===== config.mk =====
export PLATFORM = sky130hd
export DESIGN_NAME = wu_line_cell_walker_top
export DESIGN_NICKNAME = d
export VERILOG_FILES = /design/src/hdl/wlcw_pkg.sv /design/src/hdl/wu_line_cell_walker_top.sv
export VERILOG_INCLUDE_DIRS = /design/src /design/src/hdl
export SDC_FILE = /design/constraint.sdc
export NUM_CORES = 1
export LEC_CHECK = 0
export ABC_AREA = 1
export BUFFER_PORTS_ARGS = -buffer_cell sky130_fd_sc_hd__buf_2
export CORE_MARGIN = 4
export CORE_UTILIZATION = 60
export DETAILED_ROUTE_END_ITERATION = 8
export GPL_ROUTABILITY_DRIVEN = 0
export GPL_TIMING_DRIVEN = 0
export PLACE_DENSITY = 0.82
export REMOVE_ABC_BUFFERS = 1
export SETUP_SLACK_MARGIN = 0.02
export SYNTH_ARGS = -nofsm -noshare
export SYNTH_HDL_FRONTEND = slang
export SYNTH_SLANG_ARGS = --single-unit

===== constraint.sdc =====
create_clock -name clk -period 16.03 [get_ports clk]
set_input_delay 1.603 -clock clk [delete_from_list [all_inputs] [get_ports clk]]
set_output_delay 1.603 -clock clk [all_outputs]
set_load 0.01 [all_outputs]

===== src/hdl/wu_line_cell_walker_top_macros.svh =====
// Assertion macros for the line cell walker.
// Used by wu_line_cell_walker_top.sv; each expects clk and rst_n in scope.
`ifndef WU_LINE_CELL_WALKER_TOP_MACROS_SVH
`define WU_LINE_CELL_WALKER_TOP_MACROS_SVH

// Consequent holds in the same cycle as the antecedent
`define WLCW_ASSERT_NOW(lbl, ante, cons) \
    lbl: assert property (@(posedge clk) disable iff (!rst_n) (ante) |-> (cons)) \
        else $error("wu_line_cell_walker: check failed");

// Consequent holds in the cycle after the antecedent
`define WLCW_ASSERT_NEXT(lbl, ante, cons) \
    lbl: assert property (@(posedge clk) disable iff (!rst_n) (ante) |=> (cons)) \
        else $error("wu_line_cell_walker: check failed");

`endif


===== src/hdl/wlcw_pkg.sv =====
// Shared types and fixed constants of the line cell walker.
// No dependencies; imported by wu_line_cell_walker_top.
`default_nettype none

package wlcw_pkg;

    localparam int IN_W       = 13;  // endpoint coordinate width
    localparam int CELL_W     = 6;   // cell coordinate width
    localparam int SLOPE_BITS = 12;  // slope fraction bits (Q1.12)
    localparam int MAX_OUT    = 64;  // cell limit per segment
    localparam int CNT_W      = 7;   // holds 0..MAX_OUT
    localparam int QUO_W      = 13;  // slope magnitude, up to 4096
    localparam int DIV_ITER   = 13;  // one quotient bit per iteration
    localparam int DIV_CNT_W  = 4;

    typedef enum logic [2:0] {
        ST_IDLE,
        ST_PREP,
        ST_ORDER,
        ST_DIV,
        ST_STEP,
        ST_WALK_LO,
        ST_WALK_HI,
        ST_FLUSH
    } wlcw_state_t;

endpackage

`default_nettype wire


===== src/hdl/wu_line_cell_walker_top.sv =====
// Xiaolin Wu line cell walker: sequencer, shared adder and cell emitter.
// Depends on wlcw_pkg and wu_line_cell_walker_top_macros.svh.
`default_nettype none

`include "wu_line_cell_walker_top_macros.svh"

// A request is taken when start is high and busy is low; busy then stays high
// until the segment is finished. After the request come the axis swap
// (ST_PREP), endpoint ordering (ST_ORDER), restoring division for the slope
// (ST_DIV) and the forming of the signed step (ST_STEP). The walk then
// visits each candidate cell in turn (one or two per major step, up to 33
// steps), and a flush state ends the request.
// The division trial, the step negation and the intercept advance share one
// adder. Each cell appears for exactly one cycle with strobe high; the
// receiver must take it then, as there is no back-pressure. One cell is held
// back so that the final one can carry last_cell; a segment with no cell on
// the grid gives no strobe at all.
module wu_line_cell_walker_top
    import wlcw_pkg::*;
#(
    parameter int FRAC_BITS  = 8,
    parameter int GRID_CELLS = 32
)(
    input  wire logic              clk,
    input  wire logic              rst_n,
    input  wire logic              start,
    output logic                   busy,
    input  wire logic [IN_W-1:0]   start_x,
    input  wire logic [IN_W-1:0]   start_y,
    input  wire logic [IN_W-1:0]   end_x,
    input  wire logic [IN_W-1:0]   end_y,
    output logic                   strobe,
    output logic [CELL_W-1:0]      cell_x,
    output logic [CELL_W-1:0]      cell_y,
    output logic                   last_cell
);

    localparam int FBITS  = FRAC_BITS + SLOPE_BITS;
    localparam int ACC_W  = (FRAC_BITS + 20 > 28) ? FRAC_BITS + 20 : 28;
    localparam int BASE_W = ACC_W - FBITS;
    localparam int M_W    = (15 - FRAC_BITS > 2) ? 15 - FRAC_BITS : 2;
    localparam int CMP_W  = M_W + CELL_W;
    localparam int HALF   = 1 << (FRAC_BITS - 1);

    // state and datapath registers
    wlcw_state_t              state_reg, state_next;
    logic [IN_W-1:0]          a1_reg, a1_next;
    logic [IN_W-1:0]          b1_reg, b1_next;
    logic [IN_W-1:0]          a2_reg, a2_next;
    logic [IN_W-1:0]          b2_reg, b2_next;
    logic                     steep_reg, steep_next;
    logic                     neg_reg, neg_next;
    logic                     zero_reg, zero_next;
    logic [ACC_W-1:0]         rem_reg, rem_next;
    logic [ACC_W-1:0]         dsh_reg, dsh_next;
    logic [QUO_W-1:0]         quo_reg, quo_next;
    logic [DIV_CNT_W-1:0]     div_cnt_reg, div_cnt_next;
    logic [ACC_W-1:0]         step_reg, step_next;
    logic [ACC_W-1:0]         acc_reg, acc_next;
    logic [M_W-1:0]           m_reg, m_next;
    logic [M_W-1:0]           m_end_reg, m_end_next;
    logic [CNT_W-1:0]         count_reg, count_next;
    logic                     pend_valid_reg, pend_valid_next;
    logic [CELL_W-1:0]        pend_x_reg, pend_x_next;
    logic [CELL_W-1:0]        pend_y_reg, pend_y_next;
    logic                     strobe_reg, strobe_next;
    logic [CELL_W-1:0]        cell_x_reg, cell_x_next;
    logic [CELL_W-1:0]        cell_y_reg, cell_y_next;
    logic                     last_reg, last_next;

    // shared adder
    logic [ACC_W-1:0]         alu_a, alu_b, alu_sum;
    logic                     alu_cin;

    // setup and walk terms
    logic                     accept;
    logic [IN_W-1:0]          adx, ady;
    logic                     steep_now;
    logic                     order_swap;
    logic [IN_W-1:0]          lo_a, hi_a, lo_b, hi_b;
    logic [IN_W-1:0]          dmaj, dmin_mag;
    logic                     dmin_neg;
    logic [IN_W:0]            rnd_lo, rnd_hi;
    logic                     div_bit;
    logic [QUO_W-1:0]         slope_mag;
    logic [ACC_W-1:0]         slope_sh;
    logic signed [ACC_W-1:0]  acc_sh;
    logic [BASE_W-1:0]        base;
    logic                     is_hi;
    logic signed [BASE_W:0]   cand_min;
    logic                     m_on_grid;
    logic                     cand_ok;
    logic [CELL_W-1:0]        cand_x, cand_y;
    logic [CNT_W-1:0]         walk_count;
    logic                     frac_nz;
    logic                     go_hi;
    logic                     go_on;

    assign accept = start && (state_reg == ST_IDLE);

    // shared adder: division trial, step negation, intercept advance
    always_comb
    begin
        alu_a   = acc_reg;
        alu_b   = step_reg;
        alu_cin = 1'b0;
        case (state_reg)
            ST_DIV:
            begin
                alu_a   = rem_reg;
                alu_b   = ~dsh_reg;
                alu_cin = 1'b1;
            end
            ST_STEP:
            begin
                alu_a   = '0;
                alu_b   = neg_reg ? ~slope_sh : slope_sh;
                alu_cin = neg_reg;
            end
            default:
            begin
                alu_a   = acc_reg;
                alu_b   = step_reg;
                alu_cin = 1'b0;
            end
        endcase
    end

    assign alu_sum = alu_a + alu_b + ACC_W'(alu_cin);

    // axis swap and endpoint ordering terms
    always_comb
    begin
        adx        = (a2_reg >= a1_reg) ? a2_reg - a1_reg : a1_reg - a2_reg;
        ady        = (b2_reg >= b1_reg) ? b2_reg - b1_reg : b1_reg - b2_reg;
        steep_now  = ady > adx;
        order_swap = a1_reg > a2_reg;
        lo_a       = order_swap ? a2_reg : a1_reg;
        hi_a       = order_swap ? a1_reg : a2_reg;
        lo_b       = order_swap ? b2_reg : b1_reg;
        hi_b       = order_swap ? b1_reg : b2_reg;
        dmaj       = hi_a - lo_a;
        dmin_neg   = hi_b < lo_b;
        dmin_mag   = dmin_neg ? lo_b - hi_b : hi_b - lo_b;
        rnd_lo     = {1'b0, lo_a} + (IN_W + 1)'(HALF);
        rnd_hi     = {1'b0, hi_a} + (IN_W + 1)'(HALF);
    end

    // slope terms
    assign div_bit   = ~alu_sum[ACC_W-1];
    assign slope_mag = zero_reg ? QUO_W'(1 << SLOPE_BITS) : quo_reg;
    assign slope_sh  = ACC_W'(slope_mag) << FRAC_BITS;

    // candidate cell of the walk
    always_comb
    begin
        acc_sh     = $signed(acc_reg) >>> FBITS;
        base       = acc_sh[BASE_W-1:0];
        is_hi      = (state_reg == ST_WALK_HI);
        cand_min   = $signed({base[BASE_W-1], base} + {{BASE_W{1'b0}}, is_hi});
        m_on_grid  = {{CELL_W{1'b0}}, m_reg} <= CMP_W'(GRID_CELLS);
        cand_ok    = !cand_min[BASE_W] && m_on_grid
                     && (cand_min <= $signed((BASE_W + 1)'(GRID_CELLS)));
        cand_x     = steep_reg ? CELL_W'(cand_min) : CELL_W'(m_reg);
        cand_y     = steep_reg ? CELL_W'(m_reg) : CELL_W'(cand_min);
        walk_count = count_reg + CNT_W'(cand_ok);
        frac_nz    = acc_reg[FBITS-1:0] != '0;
        go_hi      = frac_nz && (walk_count < CNT_W'(MAX_OUT));
        go_on      = (m_reg < m_end_reg) && (walk_count < CNT_W'(MAX_OUT));
    end

    // next state
    always_comb
    begin
        state_next = state_reg;
        case (state_reg)
            ST_IDLE:
            begin
                if (start)
                begin
                    state_next = ST_PREP;
                end
            end
            ST_PREP:
            begin
                state_next = ST_ORDER;
            end
            ST_ORDER:
            begin
                state_next = ST_DIV;
            end
            ST_DIV:
            begin
                if (div_cnt_reg == DIV_CNT_W'(DIV_ITER - 1))
                begin
                    state_next = ST_STEP;
                end
            end
            ST_STEP:
            begin
                state_next = (m_reg <= m_end_reg) ? ST_WALK_LO : ST_FLUSH;
            end
            ST_WALK_LO:
            begin
                if (go_hi)
                begin
                    state_next = ST_WALK_HI;
                end
                else
                begin
                    state_next = go_on ? ST_WALK_LO : ST_FLUSH;
                end
            end
            ST_WALK_HI:
            begin
                state_next = go_on ? ST_WALK_LO : ST_FLUSH;
            end
            ST_FLUSH:
            begin
                state_next = ST_IDLE;
            end
            default:
            begin
                state_next = ST_IDLE;
            end
        endcase
    end

    // datapath and result register
    always_comb
    begin
        a1_next         = a1_reg;
        b1_next         = b1_reg;
        a2_next         = a2_reg;
        b2_next         = b2_reg;
        steep_next      = steep_reg;
        neg_next        = neg_reg;
        zero_next       = zero_reg;
        rem_next        = rem_reg;
        dsh_next        = dsh_reg;
        quo_next        = quo_reg;
        div_cnt_next    = div_cnt_reg;
        step_next       = step_reg;
        acc_next        = acc_reg;
        m_next          = m_reg;
        m_end_next      = m_end_reg;
        count_next      = count_reg;
        pend_valid_next = pend_valid_reg;
        pend_x_next     = pend_x_reg;
        pend_y_next     = pend_y_reg;
        strobe_next     = 1'b0;
        cell_x_next     = cell_x_reg;
        cell_y_next     = cell_y_reg;
        last_next       = last_reg;
        case (state_reg)
            ST_IDLE:
            begin
                if (accept)
                begin
                    a1_next         = start_x;
                    b1_next         = start_y;
                    a2_next         = end_x;
                    b2_next         = end_y;
                    count_next      = '0;
                    pend_valid_next = 1'b0;
                end
            end
            ST_PREP:
            begin
                // steep: walk along y
                steep_next = steep_now;
                if (steep_now)
                begin
                    a1_next = b1_reg;
                    b1_next = a1_reg;
                    a2_next = b2_reg;
                    b2_next = a2_reg;
                end
            end
            ST_ORDER:
            begin
                // numerator 2*|dmin|*4096 + dmaj, divisor 2*dmaj aligned to the top bit
                rem_next     = ACC_W'({dmin_mag, dmaj});
                dsh_next     = ACC_W'({dmaj, 13'b0});
                zero_next    = (dmaj == '0);
                neg_next     = dmin_neg;
                quo_next     = '0;
                div_cnt_next = '0;
                m_next       = M_W'(rnd_lo >> FRAC_BITS);
                m_end_next   = M_W'(rnd_hi >> FRAC_BITS);
                acc_next     = ACC_W'(lo_b) << SLOPE_BITS;
            end
            ST_DIV:
            begin
                if (div_bit)
                begin
                    rem_next = alu_sum;
                end
                quo_next     = {quo_reg[QUO_W-2:0], div_bit};
                dsh_next     = dsh_reg >> 1;
                div_cnt_next = div_cnt_reg + DIV_CNT_W'(1);
            end
            ST_STEP:
            begin
                step_next = alu_sum;
            end
            ST_WALK_LO, ST_WALK_HI:
            begin
                // hold one cell back so the final one can be marked
                if (cand_ok)
                begin
                    if (pend_valid_reg)
                    begin
                        strobe_next = 1'b1;
                        cell_x_next = pend_x_reg;
                        cell_y_next = pend_y_reg;
                        last_next   = 1'b0;
                    end
                    pend_valid_next = 1'b1;
                    pend_x_next     = cand_x;
                    pend_y_next     = cand_y;
                end
                count_next = walk_count;
                if (is_hi || !go_hi)
                begin
                    acc_next = alu_sum;
                    m_next   = m_reg + M_W'(1);
                end
            end
            ST_FLUSH:
            begin
                if (pend_valid_reg)
                begin
                    strobe_next = 1'b1;
                    cell_x_next = pend_x_reg;
                    cell_y_next = pend_y_reg;
                    last_next   = 1'b1;
                end
                pend_valid_next = 1'b0;
            end
            default:
            begin
                strobe_next = 1'b0;
            end
        endcase
    end

    // control registers
    always_ff @(posedge clk or negedge rst_n)
    begin
        if (!rst_n)
        begin
            state_reg      <= ST_IDLE;
            count_reg      <= '0;
            pend_valid_reg <= 1'b0;
            strobe_reg     <= 1'b0;
            div_cnt_reg    <= '0;
        end
        else
        begin
            state_reg      <= state_next;
            count_reg      <= count_next;
            pend_valid_reg <= pend_valid_next;
            strobe_reg     <= strobe_next;
            div_cnt_reg    <= div_cnt_next;
        end
    end

    // payload registers
    always_ff @(posedge clk)
    begin
        a1_reg     <= a1_next;
        b1_reg     <= b1_next;
        a2_reg     <= a2_next;
        b2_reg     <= b2_next;
        steep_reg  <= steep_next;
        neg_reg    <= neg_next;
        zero_reg   <= zero_next;
        rem_reg    <= rem_next;
        dsh_reg    <= dsh_next;
        quo_reg    <= quo_next;
        step_reg   <= step_next;
        acc_reg    <= acc_next;
        m_reg      <= m_next;
        m_end_reg  <= m_end_next;
        pend_x_reg <= pend_x_next;
        pend_y_reg <= pend_y_next;
        cell_x_reg <= cell_x_next;
        cell_y_reg <= cell_y_next;
        last_reg   <= last_next;
    end

    assign busy      = (state_reg != ST_IDLE);
    assign strobe    = strobe_reg;
    assign cell_x    = cell_x_reg;
    assign cell_y    = cell_y_reg;
    assign last_cell = last_reg;

    // checks
    `WLCW_ASSERT_NOW(a_last_after_flush, strobe && last_cell, state_reg == ST_IDLE)
    `WLCW_ASSERT_NEXT(a_no_cell_after_req, start && !busy, !strobe)
    `WLCW_ASSERT_NOW(a_count_limit, 1'b1, count_reg <= CNT_W'(MAX_OUT))
    `WLCW_ASSERT_NOW(a_cell_on_grid, strobe,
        (cell_x <= CELL_W'(GRID_CELLS)) && (cell_y <= CELL_W'(GRID_CELLS)))

endmodule

`default_nettype wire

==> impl_metrics.yaml <==
run_status:
  outcome: "finished clean"
grt:
  globalRouteTotalUtil_pct: 29.3
  wire_length_of_the_first_global_routing_pass_um: 74200
  antenna_found_initial: 0
  grt_pass1_vias: 14800
  grt.overflow.total: 0
  pin_count_of_the_biggest_net_entering_global_routing: 105
routing:
  detail_route.drc_violations: 0
  routed_wire_length_per_instance_um: 17.8
  ant_nets: 0
  drt_pass1_iterations: 8
  drt_wl_total_um: 46700
  route.vias.total: 15500
  vias_per_cell: 5.94
  dr.first_iter.drc_count: 1814
worst_setup_path:
  slowest_stage: "inv_2"
  critPathMaxStageDelay_ns: 0.74
  path_length_in_cells_of_the_critical_path: 20
  worstReg2RegEnd: "rem_reg[12]$_DFFE_PP_"
  register_to_register_path_depth: 20
  path_delay_family: "simple AND/OR/NAND/NOR gates"
  path_max_fanout: 46
  timing_worst_setup_path_type: "flip-flop to flip-flop"
  crit_path_frequent_cell: "nand2_1"
  worst-endpoint-required_ns: 16.28
  reg2reg_slack_ns: 9.02
  crit_path_start_kind: "flip-flop"
  worstPathArrival_ns: 7.26
  cp-end-kind: "flip-flop"
  critical_path.cell_chain: "nand2_1, nor2_4, nor2_1, inv_2, nand2_1, o22ai_1, inv_1, ha_1, nand2_1, nand2_1, o21ai_0, o21ai_0, a21oi_1, o21ai_0, nand4_1, o2111ai_1, xor2_1, inv_1, o21ai_4, buf_16"
  worst-path-buf-inv: 4
  timing.rr.start: "state_reg[0]$_DFFE_PN0P_"
logic_synthesis:
  synth_adder_area_share_pct: 8.70
  synth.distinct_cells: 57
  post_synth_and_or_nand_nor_area_fraction_pct: 23.9
  synth_mux_area_share_pct: 0.117
  synth_top_family_by_area: "simple AND/OR/NAND/NOR gates"
  synth-warning-count: 0
  synth_area_in_compound_gates_pct: 14.5
  mappedNetlistArea_um2: 17100
  synth_edf_count: 215
  synthesis.area_per_instance_um2: 7.78
  gate_count_of_the_mapped_netlist: 2194
  yosysSeqAreaShare_pct: 40.2
  post_synth_main_area_contributors: "edfxtp_1, nand2_1, ha_1, inv_1, o21ai_0"
  synthArstFlopShare_pct: 6.93
  synth_xor_area_share_pct: 4.00
  synth_largest_area_cell: "edfxtp_1"
  yosys_register_bits: 231
  synth_ff_type: "edfxtp_1"
  synth.top_cell.area_share_pct: 37.8
clocking:
  cts_htree_levels: 1
  cts_max_path_buffers: 3
  clock_sink_count: 231
  clkSlewWorstSetupHoldPaths_ns: 0.06
  cts_hold_buf: 0
  tritoncts: "done"
  post_cts_buffers: 0
  cts_repair_resize_count: 0
  ctsRootBufferMaster: "clkbuf_16"
  clock_latency_ns: 0.56
  cts_buffers: 26
sta:
  fin_skew_ns: 0.0146
  period_share_pct: 43.7
  setup_viol: 0
  final-max-slew-violation-count: 0
  final_hold_viol_count: 0
  tns_ns: 0
  timing.fmax_mhz: 143
  post-route-min-period_ns: 7.01
  rsz0062_at_grt: "false"
  timing.max_slew.rel_slack_pct: 16.1
  worst_pin_slew_ns: 1.25
layout:
  postLayoutCoreUtil_pct: 66.2
  drive_gt1_share_pct: 7.95
  mostFrequentLayoutCell: "nand2_1"
  final_cell_mix: "nand2_1, inv_1, edfxtp_1"
  final_nets: 2391
  antenna_cells_inserted: 0
  layout_area_growth_over_synthesis_pct: 8.32
placement:
  detailedPlacementHpwl_um: 34700
  port-buffer-count: 69
floorplan:
  die_w_um: 177
  dieArea_um2: 31200
  floorplan.rows: 61
  coreArea_um2: 27900
  initial_core_util_pct: 61.1
  design.portCount: 70
  die_h_um: 177
flow_run:
  drv_cap: 0
min_path:
  hold_path_depth: 0
  hp-class: "flip-flop to flip-flop"
  hold_path_startpoint: "pend_y_reg[3]$_DFFE_PP_"
  worst_hold_path.endpoint: "cell_y[3]$_DFFE_PP_"
-- routing by layer --
| metal | track usage, % | routed length [um] | part of all wire (%) |
|---|---|---|---|
| met4 | 14.0 | 2560 | 5.5 |
| met2 | 49.4 | 22000 | 47 |
| met3 | 3.52 | 3970 | 8.5 |
| met1 | 37.9 | 18100 | 39 |
| met5 | 0 | 0 | 0 |
-- layout make-up --
| type | count | area (um2) |
|---|---|---|
| clock buffer | 32 | 703 |
| clock inverter | 15 | 119 |
| fill | 2386 | 9450 |
| inverter | 285 | 1070 |
| multi-input combinational | 1603 | 8790 |
| sequential | 231 | 6860 |
| tap | 378 | 473 |
| timing repair buffer | 74 | 468 |
-- per-stage QoR --
step	instance area (um2)	cells	hold slack, ns	worst slack (ns)
5_1_grt	18500	2618	0.425	8.56
3_3_place_gp	17500	2566	0.405	4.14
3_5_place_dp	17700	2571	0.405	9.18
6_report	18500	2618	0.421	9.02
4_1_cts	18500	2618	0.421	9.14
2_1_floorplan	16700	2119	0.400	8.24
-- worst max-delay path by stage --
stage	to	from	slack, ns
floorplan	rem_reg[0]$_DFFE_PP_	state_reg[0]$_DFFE_PN0P_	8.24
global placement	rem_reg[12]$_DFFE_PP_	state_reg[0]$_DFFE_PN0P_	4.14
detailed placement	acc_reg[20]$_DFFE_PP_	state_reg[2]$_DFFE_PN0P_	9.18
CTS	acc_reg[20]$_DFFE_PP_	state_reg[2]$_DFFE_PN0P_	9.14
global route	rem_reg[20]$_DFFE_PP_	state_reg[0]$_DFFE_PN0P_	8.56
finish	rem_reg[12]$_DFFE_PP_	state_reg[0]$_DFFE_PN0P_	9.02
-- worst reg2reg max path: cells and delay by family, from the launching register on --
family                     cells  cell delay (ns)
and+or+nand+nor                7             2.27
xor gates and xnor gates       1             0.22
DFF                            1             0.58
buffers and inverters          4             1.18
adders and majority gates      1             0.30
AOI/OAI and AO/OA              7             2.16
-- cell families after synthesis --
| logic type | Yosys count |
|---|---|
| AND/OR/NAND/NOR | 978 |
| AO/OA/AOI/OAI | 430 |
| buffers and inverters | 360 |
| flip-flops | 231 |
| adder cells (fa/ha/maj) | 115 |
| XOR/XNOR | 78 |
| multiplexers | 2 |
-- synth_stat cells, types with 5 or more instances --
library cell,number
buf_4,5
a21o_1,10
buf_2,14
o22ai_1,16
ha_1,109
dfrtp_1,16
or2_2,6
a22o_1,13
a31oi_1,15
a21oi_1,95
o21bai_1,7
nor3_1,13
xor2_1,58
o211ai_1,5
inv_2,14
buf_6,9
nand2_2,12
a221oi_1,5
o21ai_0,198
clkbuf_1,42
o21a_1,9
inv_1,269
fa_1,6
nor4_1,11
nand2_1,602
o21ai_1,20
nand4_1,24
xnor2_1,20
nor2_1,158
o21ai_2,8
edfxtp_1,215
nand3_1,135
Power is not shown: default switching activity piles up to over one toggle a cycle in this logic, so the estimate is an artifact.
